### src/design/ccx_pkg.sv
package ccx_pkg;

    // configuration port widths and register indexes
    localparam int CFG_IDX_W  = 2;
    localparam int CFG_DATA_W = 8;

    localparam logic [CFG_IDX_W-1:0] CFG_STATIC_KEY = 2'd0;
    localparam logic [CFG_IDX_W-1:0] CFG_DIRECTION  = 2'd1;

    // direction codes
    localparam logic DIR_ENCODE = 1'b0;
    localparam logic DIR_DECODE = 1'b1;

    // one input byte with its framing
    typedef struct packed {
        logic [7:0] data_byte;
        logic       first_byte;
        logic       last_byte;
        logic [7:0] random_key;
    } item_t;

    // one result byte with its flags
    typedef struct packed {
        logic [7:0] out_byte;
        logic       packet_end;
        logic       checksum_ok;
    } result_t;

    // programmed configuration
    typedef struct packed {
        logic [7:0] static_key;
        logic       direction;
    } cfg_t;

endpackage

### src/design/ccx_cfg_regs.sv
module ccx_cfg_regs (
    input  logic                           clk,
    input  logic                           rst_n,
    input  logic                           cfg_valid,
    output logic                           cfg_ready,
    input  logic [ccx_pkg::CFG_IDX_W-1:0]  cfg_index,
    input  logic [ccx_pkg::CFG_DATA_W-1:0] cfg_data,
    output ccx_pkg::cfg_t                  cfg
);

    ccx_pkg::cfg_t cfg_reg;
    ccx_pkg::cfg_t cfg_next;
    logic          wr;

    // writes are always taken
    assign cfg_ready = 1'b1;
    assign wr        = cfg_valid && cfg_ready;

    // register decode
    always_comb
    begin
        cfg_next = cfg_reg;
        if (wr)
        begin
            case (cfg_index)
                ccx_pkg::CFG_STATIC_KEY: cfg_next.static_key = cfg_data;
                ccx_pkg::CFG_DIRECTION:  cfg_next.direction  = cfg_data[0];
                default:                 cfg_next = cfg_reg;
            endcase
        end
    end

    always_ff @(posedge clk or negedge rst_n)
    begin
        if (!rst_n)
        begin
            cfg_reg.static_key <= 8'd0;
            cfg_reg.direction  <= ccx_pkg::DIR_ENCODE;
        end
        else
        begin
            cfg_reg <= cfg_next;
        end
    end

    assign cfg = cfg_reg;

endmodule

### src/design/ccx_in_stage.sv
module ccx_in_stage (
    input  logic           clk,
    input  logic           rst_n,
    input  logic           in_valid,
    output logic           in_stall,
    input  ccx_pkg::item_t in_item,
    input  logic           step,
    output logic           item_valid,
    output ccx_pkg::item_t item
);

    logic           valid_reg;
    logic           valid_next;
    ccx_pkg::item_t item_reg;
    logic           load;

    // hold off the sender only while a held request cannot move on
    assign in_stall   = valid_reg && !step;
    assign load       = in_valid && !in_stall;
    assign valid_next = load || (valid_reg && !step);

    always_ff @(posedge clk or negedge rst_n)
    begin
        if (!rst_n)
        begin
            valid_reg <= 1'b0;
        end
        else
        begin
            valid_reg <= valid_next;
        end
    end

    // payload capture
    always_ff @(posedge clk)
    begin
        if (load)
        begin
            item_reg <= in_item;
        end
    end

    assign item_valid = valid_reg;
    assign item       = item_reg;

endmodule

### src/design/ccx_cipher.sv
module ccx_cipher (
    input  logic             clk,
    input  logic             rst_n,
    input  logic             step,
    input  ccx_pkg::item_t   item,
    input  ccx_pkg::cfg_t    cfg,
    output ccx_pkg::result_t result
);

    logic [7:0] position_reg,     position_next;
    logic [7:0] plain_chain_reg,  plain_chain_next;
    logic [7:0] cipher_chain_reg, cipher_chain_next;
    logic [7:0] packet_key_reg,   packet_key_next;
    logic [7:0] running_sum_reg,  running_sum_next;
    logic [7:0] expected_sum_reg, expected_sum_next;

    logic [7:0] pc_base;
    logic [7:0] cc_base;
    logic [7:0] plain_pad;
    logic [7:0] cipher_pad;
    logic [7:0] t_byte;
    logic [7:0] res_byte;
    logic       ok;

    // packet start restarts position and chains and samples the key
    always_comb
    begin
        if (item.first_byte)
        begin
            position_next   = 8'd1;
            pc_base         = 8'd0;
            cc_base         = 8'd0;
            packet_key_next = item.random_key;
        end
        else
        begin
            position_next   = position_reg + 8'd1;
            pc_base         = plain_chain_reg;
            cc_base         = cipher_chain_reg;
            packet_key_next = packet_key_reg;
        end
    end

    // keystream pads of the two chain stages
    assign plain_pad  = pc_base + packet_key_next + position_next;
    assign cipher_pad = cc_base + cfg.static_key + position_next;

    // chain update and checksum tracking
    always_comb
    begin
        running_sum_next  = running_sum_reg;
        expected_sum_next = expected_sum_reg;
        ok                = 1'b0;
        t_byte            = 8'd0;
        if (cfg.direction == ccx_pkg::DIR_ENCODE)
        begin
            plain_chain_next  = item.data_byte ^ plain_pad;
            cipher_chain_next = plain_chain_next ^ cipher_pad;
            res_byte          = cipher_chain_next;
        end
        else
        begin
            t_byte            = item.data_byte ^ cipher_pad;
            cipher_chain_next = item.data_byte;
            res_byte          = t_byte ^ plain_pad;
            plain_chain_next  = t_byte;
            if (item.first_byte)
            begin
                expected_sum_next = res_byte;
                running_sum_next  = 8'd0;
            end
            else
            begin
                running_sum_next = running_sum_reg + res_byte;
            end
            ok = item.last_byte && (running_sum_next == expected_sum_next);
        end
    end

    always_ff @(posedge clk or negedge rst_n)
    begin
        if (!rst_n)
        begin
            position_reg     <= 8'd0;
            plain_chain_reg  <= 8'd0;
            cipher_chain_reg <= 8'd0;
            packet_key_reg   <= 8'd0;
            running_sum_reg  <= 8'd0;
            expected_sum_reg <= 8'd0;
        end
        else if (step)
        begin
            position_reg     <= position_next;
            plain_chain_reg  <= plain_chain_next;
            cipher_chain_reg <= cipher_chain_next;
            packet_key_reg   <= packet_key_next;
            running_sum_reg  <= running_sum_next;
            expected_sum_reg <= expected_sum_next;
        end
    end

    assign result.out_byte    = res_byte;
    assign result.packet_end  = item.last_byte;
    assign result.checksum_ok = ok;

    // packet start puts the position back to one
    a_first_pos: assert property (@(posedge clk) disable iff (!rst_n)
        step && item.first_byte |=> position_reg == 8'd1)
        else $error("position not restarted on packet start");

    // position advances by one within a packet
    a_pos_inc: assert property (@(posedge clk) disable iff (!rst_n)
        step && !item.first_byte |=> position_reg == $past(position_reg) + 8'd1)
        else $error("position did not advance");

    // encoding leaves the checksum state alone
    a_enc_sum: assert property (@(posedge clk) disable iff (!rst_n)
        step && cfg.direction == ccx_pkg::DIR_ENCODE
        |=> running_sum_reg == $past(running_sum_reg)
            && expected_sum_reg == $past(expected_sum_reg))
        else $error("checksum state changed while encoding");

    // decoding chains on the received ciphertext
    a_dec_chain: assert property (@(posedge clk) disable iff (!rst_n)
        step && cfg.direction == ccx_pkg::DIR_DECODE
        |=> cipher_chain_reg == $past(item.data_byte))
        else $error("decode chain not taken from input byte");

endmodule

### src/design/ccx_out_stage.sv
module ccx_out_stage (
    input  logic             clk,
    input  logic             rst_n,
    input  logic             item_valid,
    input  ccx_pkg::result_t result,
    output logic             step,
    output logic             out_valid,
    input  logic             out_stall,
    output ccx_pkg::result_t out_result
);

    logic             valid_reg;
    logic             valid_next;
    ccx_pkg::result_t result_reg;
    logic             free;

    // the result register takes a new request when empty or being drained
    assign free       = !valid_reg || !out_stall;
    assign step       = item_valid && free;
    assign valid_next = step || (valid_reg && out_stall);

    always_ff @(posedge clk or negedge rst_n)
    begin
        if (!rst_n)
        begin
            valid_reg <= 1'b0;
        end
        else
        begin
            valid_reg <= valid_next;
        end
    end

    // payload capture
    always_ff @(posedge clk)
    begin
        if (step)
        begin
            result_reg <= result;
        end
    end

    assign out_valid  = valid_reg;
    assign out_result = result_reg;

endmodule

### src/design/chained_xor_packet_cipher_core.sv
// Chained XOR packet cipher, one byte of a packet's protected region per request.
// Input channel (in_valid / in_stall) carries data_byte with first_byte and
// last_byte framing; the checksum byte comes first, random_key is sampled on it.
// Output channel (out_valid / out_stall) returns out_byte, packet_end and
// checksum_ok: ciphertext when encoding, plaintext plus the checksum verdict on
// the last byte when decoding.
// Configuration port (cfg_valid / cfg_ready, cfg_index, cfg_data): index 0 is
// the static key, index 1 the direction (0 encode, 1 decode). cfg_ready is
// always high; write only while no request is in flight.
// out_valid rises once an accepted request has passed the input register, then
// the chain update and the result register. Throughput is one byte per cycle
// while the receiver does not stall, set by the 8-bit chain loop in the
// cipher stage.
// Reset clears position, chains, key and sums to zero and clears both valid
// flags, leaving both channels empty.
// When the receiver stalls the result holds; the input register still takes
// one more request, after which in_stall rises until the output drains.
module chained_xor_packet_cipher_core (
    input  logic                           clk,
    input  logic                           rst_n,
    input  logic                           in_valid,
    output logic                           in_stall,
    input  logic [7:0]                     data_byte,
    input  logic                           first_byte,
    input  logic                           last_byte,
    input  logic [7:0]                     random_key,
    output logic                           out_valid,
    input  logic                           out_stall,
    output logic [7:0]                     out_byte,
    output logic                           packet_end,
    output logic                           checksum_ok,
    input  logic                           cfg_valid,
    output logic                           cfg_ready,
    input  logic [ccx_pkg::CFG_IDX_W-1:0]  cfg_index,
    input  logic [ccx_pkg::CFG_DATA_W-1:0] cfg_data
);

    ccx_pkg::cfg_t    cfg;
    ccx_pkg::item_t   in_item;
    ccx_pkg::item_t   item;
    ccx_pkg::result_t result;
    ccx_pkg::result_t out_result;
    logic             item_valid;
    logic             step;

    // gather input fields
    assign in_item.data_byte  = data_byte;
    assign in_item.first_byte = first_byte;
    assign in_item.last_byte  = last_byte;
    assign in_item.random_key = random_key;

    ccx_cfg_regs u_cfg (
        .clk       (clk),
        .rst_n     (rst_n),
        .cfg_valid (cfg_valid),
        .cfg_ready (cfg_ready),
        .cfg_index (cfg_index),
        .cfg_data  (cfg_data),
        .cfg       (cfg)
    );

    ccx_in_stage u_in (
        .clk        (clk),
        .rst_n      (rst_n),
        .in_valid   (in_valid),
        .in_stall   (in_stall),
        .in_item    (in_item),
        .step       (step),
        .item_valid (item_valid),
        .item       (item)
    );

    ccx_cipher u_cipher (
        .clk    (clk),
        .rst_n  (rst_n),
        .step   (step),
        .item   (item),
        .cfg    (cfg),
        .result (result)
    );

    ccx_out_stage u_out (
        .clk        (clk),
        .rst_n      (rst_n),
        .item_valid (item_valid),
        .result     (result),
        .step       (step),
        .out_valid  (out_valid),
        .out_stall  (out_stall),
        .out_result (out_result)
    );

    // spread result fields
    assign out_byte    = out_result.out_byte;
    assign packet_end  = out_result.packet_end;
    assign checksum_ok = out_result.checksum_ok;

endmodule

### config.mk
export PLATFORM = sky130hd
export DESIGN_NAME = chained_xor_packet_cipher_core
export DESIGN_NICKNAME = d
export VERILOG_FILES = /design/src/design/ccx_pkg.sv /design/src/design/ccx_cfg_regs.sv /design/src/design/ccx_in_stage.sv /design/src/design/ccx_cipher.sv /design/src/design/ccx_out_stage.sv /design/src/design/chained_xor_packet_cipher_core.sv
export SDC_FILE = /design/constraint.sdc
export NUM_CORES = 1
export LEC_CHECK = 0
export BUFFER_PORTS_ARGS = -buffer_cell sky130_fd_sc_hd__buf_2
export CAP_MARGIN = 5
export CORE_UTILIZATION = 45
export DETAILED_ROUTE_END_ITERATION = 8
export GPL_TIMING_DRIVEN = 0
export SYNTH_ARGS = -nofsm -noshare
export SYNTH_HDL_FRONTEND = slang
export SYNTH_SLANG_ARGS = --single-unit
export TNS_END_PERCENT = 30
### constraint.sdc
create_clock -name clk -period 6.1 [get_ports clk]
set_clock_uncertainty 0.2 [all_clocks]
set_input_delay 1.22 -clock clk [delete_from_list [all_inputs] [get_ports clk]]
set_output_delay 1.22 -clock clk [all_outputs]
set_load 0.02 [all_outputs]
==> Implementation_results.wiki <==
{| class="wikitable"
! Metric !! Value
|-
| Accumulated negative setup slack || 0 ns
|-
| Required arrival time at the worst endpoint || 6.08 ns
|-
| Largest area contributor in the netlist || sky130_fd_sc_hd__dfrtp_1
|-
| Terminus of the critical flop-to-flop path || u_out.out_result[0]
|-
| Worst Hold Slack || 0.2664 ns
|-
| Tmin final || 5.526 ns
|-
| Final period util || 90.58%
|-
| Share of flip-flops with an asynchronous set or reset || 67.82%
|-
| Count of cell types in the netlist || 53
|-
| Final weighted congestion in routability-driven placement || 0.8032
|-
| Maximum number of pins on one net before global-route repair || 60
|-
| Root Buffer || sky130_fd_sc_hd__clkbuf_16
|-
| Area growth from synthesis to final layout || 13.70%
|-
| Hold buffers post-CTS || 0
|-
| Post-layout worst setup margin || 0.5744 ns
|-
| Upper clock frequency limit || 181.0 MHz
|-
| CTS tree || done
|-
| CP Capture Type || register
|-
| Synthesized area || 0.005150 sq mm
|-
| Total power per unit cell area || 637.3 mW/mm^2
|-
| Top area cells in the synthesized netlist || sky130_fd_sc_hd__dfrtp_1 (29%), sky130_fd_sc_hd__edfxtp_1 (16%), sky130_fd_sc_hd__xnor2_1 (6.6%), sky130_fd_sc_hd__fa_1 (6.6%), sky130_fd_sc_hd__ha_1 (4.9%)
|-
| Net count after synthesis || 539
|-
| Total iterations of the first detailed-routing run || 4
|-
| Hold-critical path endpoint || u_cipher.plain_chain_reg[3]
|-
| Detailed-route vias per instance || 5.195
|-
| Relative max-transition margin || 38.89%
|-
| Via count of the first global-routing pass || 3617
|-
| Worst Reg2Reg Path Length in Cells || 19
|-
| Clock latency on the worst-skew pair || 0.35 ns
|-
| Total Nets Final || 594
|-
| Number of enable flip-flop cells after synthesis || 28
|-
| Leakage Power || 2.611 nW
|-
| Number of sinks on the clock net || 87
|-
| Flip-flop count of the largest register after layout || 18
|-
| Endpoints failing setup || 0
|-
| Wirelength per Cell || 16.80 microns
|-
| Filler cells || 981
|-
| Number of cells upsized or downsized after cts || 1
|-
| Endpoints failing hold || 0
|-
| DIE WIDTH || 109.0 microns
|-
| Hold Path Stages || 2
|-
| Final-report max-slew violation count || 0
|-
| Post-placement worst setup slack || -0.02779 ns
|-
| Top cell type's share of synthesized area || 28.67%
|-
| Largest vdd supply drop || 0.4949 mV
|-
| Starting Density || 46.89%
|-
| Sum of internal, switching and leakage power || 0.003732 W
|-
| Layout cell share with drive strength beyond 1 || 16.86%
|-
| Aggregate global-route resource usage || 21.21%
|-
| Origin of the worst min-delay path || u_cipher.plain_chain_reg[3]
|-
| Commonest cells after routing, fill and taps aside || sky130_fd_sc_hd__nand2_1 (59), sky130_fd_sc_hd__dfrtp_1 (59), sky130_fd_sc_hd__buf_2 (44), sky130_fd_sc_hd__xnor2_1 (38), sky130_fd_sc_hd__o21ai_1 (33)
|-
| Height of the die || 109.0 microns
|-
| Estimated wirelength of the detail-placed design || 8157 microns
|-
| Finished Layout Cells || 668
|-
| Number of buffers created by CTS || 9
|-
| Sequential cell area || 0.002317 sq mm
|-
| Total DRC errors in the routed layout || 0
|-
| Number of warnings reported in the yosys synthesis log || 0
|-
| Ports placed on the boundary || 46
|-
| Sequential share of the synthesized area || 45.00%
|-
| Outcome || completed
|-
| First-pass GRT wire length || 18220 microns
|-
| DRT antenna net count || 0
|-
| Number of antenna violations at the first check in global routing || 0
|-
| Port bufs || 44
|-
| FP Rows || 38
|-
| Post-synthesis area per instance || 10.98 sq um
|-
| Most used flip-flop cell after synthesis || sky130_fd_sc_hd__dfrtp_1
|-
| CP startpoint kind || register
|-
| Maximum capacitance violations || 0
|-
| Pin slew with the least headroom to its limit || 0.9166 ns
|-
| DRT iter0 DRCs || 176
|-
| Maximum level of the CTS H-tree || 3
|-
| Reg-to-reg critical path startpoint || u_in.item[9]
|-
| CTS clock-pin slew for the worst setup and hold paths || 0.06 ns
|-
| Antenna Cells || 0
|-
| Worst hold path class || reg2reg
|-
| Max Buffers Root-to-Sink || 2
|-
| Residual overflow from global routing || 0
|-
| Yosys reg bits || 87
|-
| Largest fanout on the critical path || 10
|-
| Gate count of the mapped netlist || 469
|-
| Via count || 3470
|-
| Critical path start-end classification || reg2reg
|-
| Routed Wire Length || 11220 microns
|-
| Floorplan Core Area || 0.01098 sq mm
|-
| WP data arrival || 5.50 ns
|-
| Number of setup buffers added after CTS || 0
|-
| Die outline area || 0.01188 sq mm
|-
| Slack of the worst reg-to-reg path || 0.57 ns
|-
| Multi-input combinational cell area || 0.002658 sq mm
|-
| Post-Place Cells || 654
|}
cells by family after synthesis:
group                    Yosys count  synth area share [%]
AND/OR/NAND/NOR                  115                 10.37
flip-flops                        87                 45.00
AO/OA/AOI/OAI                     79                 9.524
XOR/XNOR                          63                 12.00
buffers and inverters             49                 3.717
multiplexers                      38                 7.847
adder cells (fa/ha/maj)           37                 11.47
other                              1               0.07282
through the flow:
stage,area (sq um),utilization (%)
final,5856,53.32
after global routing,5856,53.32
after CTS,5846,53.22
after detailed placement,5564,50.66
after global placement,5545,50.49
after floorplan,5150,-
Yosys cell counts (4+ instances only):
library cell and instances:
sky130_fd_sc_hd__a21oi_1 10, sky130_fd_sc_hd__o21ai_0 6, sky130_fd_sc_hd__inv_1 30, sky130_fd_sc_hd__ha_1 20, sky130_fd_sc_hd__xnor2_2 5, sky130_fd_sc_hd__mux2_1 10, sky130_fd_sc_hd__a22o_1 4, sky130_fd_sc_hd__o21ai_1 33
sky130_fd_sc_hd__nor2b_1 11, sky130_fd_sc_hd__xnor2_1 39, sky130_fd_sc_hd__nand3_1 7, sky130_fd_sc_hd__xor2_1 16, sky130_fd_sc_hd__nor2_1 17, sky130_fd_sc_hd__mux2i_1 19, sky130_fd_sc_hd__o31ai_1 5, sky130_fd_sc_hd__mux2_2 9
sky130_fd_sc_hd__fa_1 17, sky130_fd_sc_hd__dfrtp_1 59, sky130_fd_sc_hd__clkbuf_1 13, sky130_fd_sc_hd__edfxtp_1 28, sky130_fd_sc_hd__nand2_1 59
area by class of cell:
class	instances	share of cell area (%)
multi-input cells	333	45.38
flip-flops and latches	87	39.57
repair buffers	45	3.996
clock buffers	11	3.974
well taps	140	2.991
inverters	32	2.051
plain buffers	16	1.218
clock inverters	4	0.8120
worst max-delay path: stages (launching register included):
cell	delay (ns)
sky130_fd_sc_hd__edfxtp_1	0.32
sky130_fd_sc_hd__buf_4	0.18
sky130_fd_sc_hd__clkbuf_2	0.33
sky130_fd_sc_hd__buf_2	0.35
sky130_fd_sc_hd__nor2b_1	0.11
sky130_fd_sc_hd__fa_1	0.49
sky130_fd_sc_hd__ha_1	0.31
sky130_fd_sc_hd__a21o_1	0.19
sky130_fd_sc_hd__a21oi_2	0.17
sky130_fd_sc_hd__o21bai_1	0.10
sky130_fd_sc_hd__a21oi_1	0.21
sky130_fd_sc_hd__xnor2_1	0.25
sky130_fd_sc_hd__xor2_1	0.40
sky130_fd_sc_hd__ha_1	0.35
sky130_fd_sc_hd__xnor2_1	0.37
sky130_fd_sc_hd__o32a_1	0.20
sky130_fd_sc_hd__nor2_1	0.03
sky130_fd_sc_hd__a2111oi_0	0.37
sky130_fd_sc_hd__nand3_1	0.15
sky130_fd_sc_hd__a221oi_2	0.25
worst max-delay path by stage:
stage,slack [ns],to,cells past startpoint,startpoint
2_1_floorplan,1.09,u_out.out_result[0],19,u_in.item[9]
3_3_place_gp,0.07,u_out.out_result[0],19,u_in.item[9]
3_5_place_dp,-0.03,u_out.out_result[0],19,u_in.item[9]
4_1_cts,0.17,u_out.out_result[0],19,u_in.item[9]
5_1_grt,-0.005,u_out.out_result[0],20,u_in.item[9]
6_report,0.57,u_out.out_result[0],19,u_in.item[9]
layer usage:
layer	wire, microns	vias to the layer above	share of wire (%)	global-route usage [%]
met3	358	14	3.2	3.168
met1	5100	1694	45	27.44
met2	5587	51	50	35.49
met4	176	0	1.6	8.784
met5	0	-	0	0
li1	-	1711	-	-
power by group:
part / switching, W / leakage [nW] / internal, W
Clock: 0.000223 / 0.135 / 0.000314
Sequential: 0.0000995 / 1.00 / 0.000810
Combinational: 0.00127 / 1.48 / 0.00102
Power figures use the tool's default switching activity.
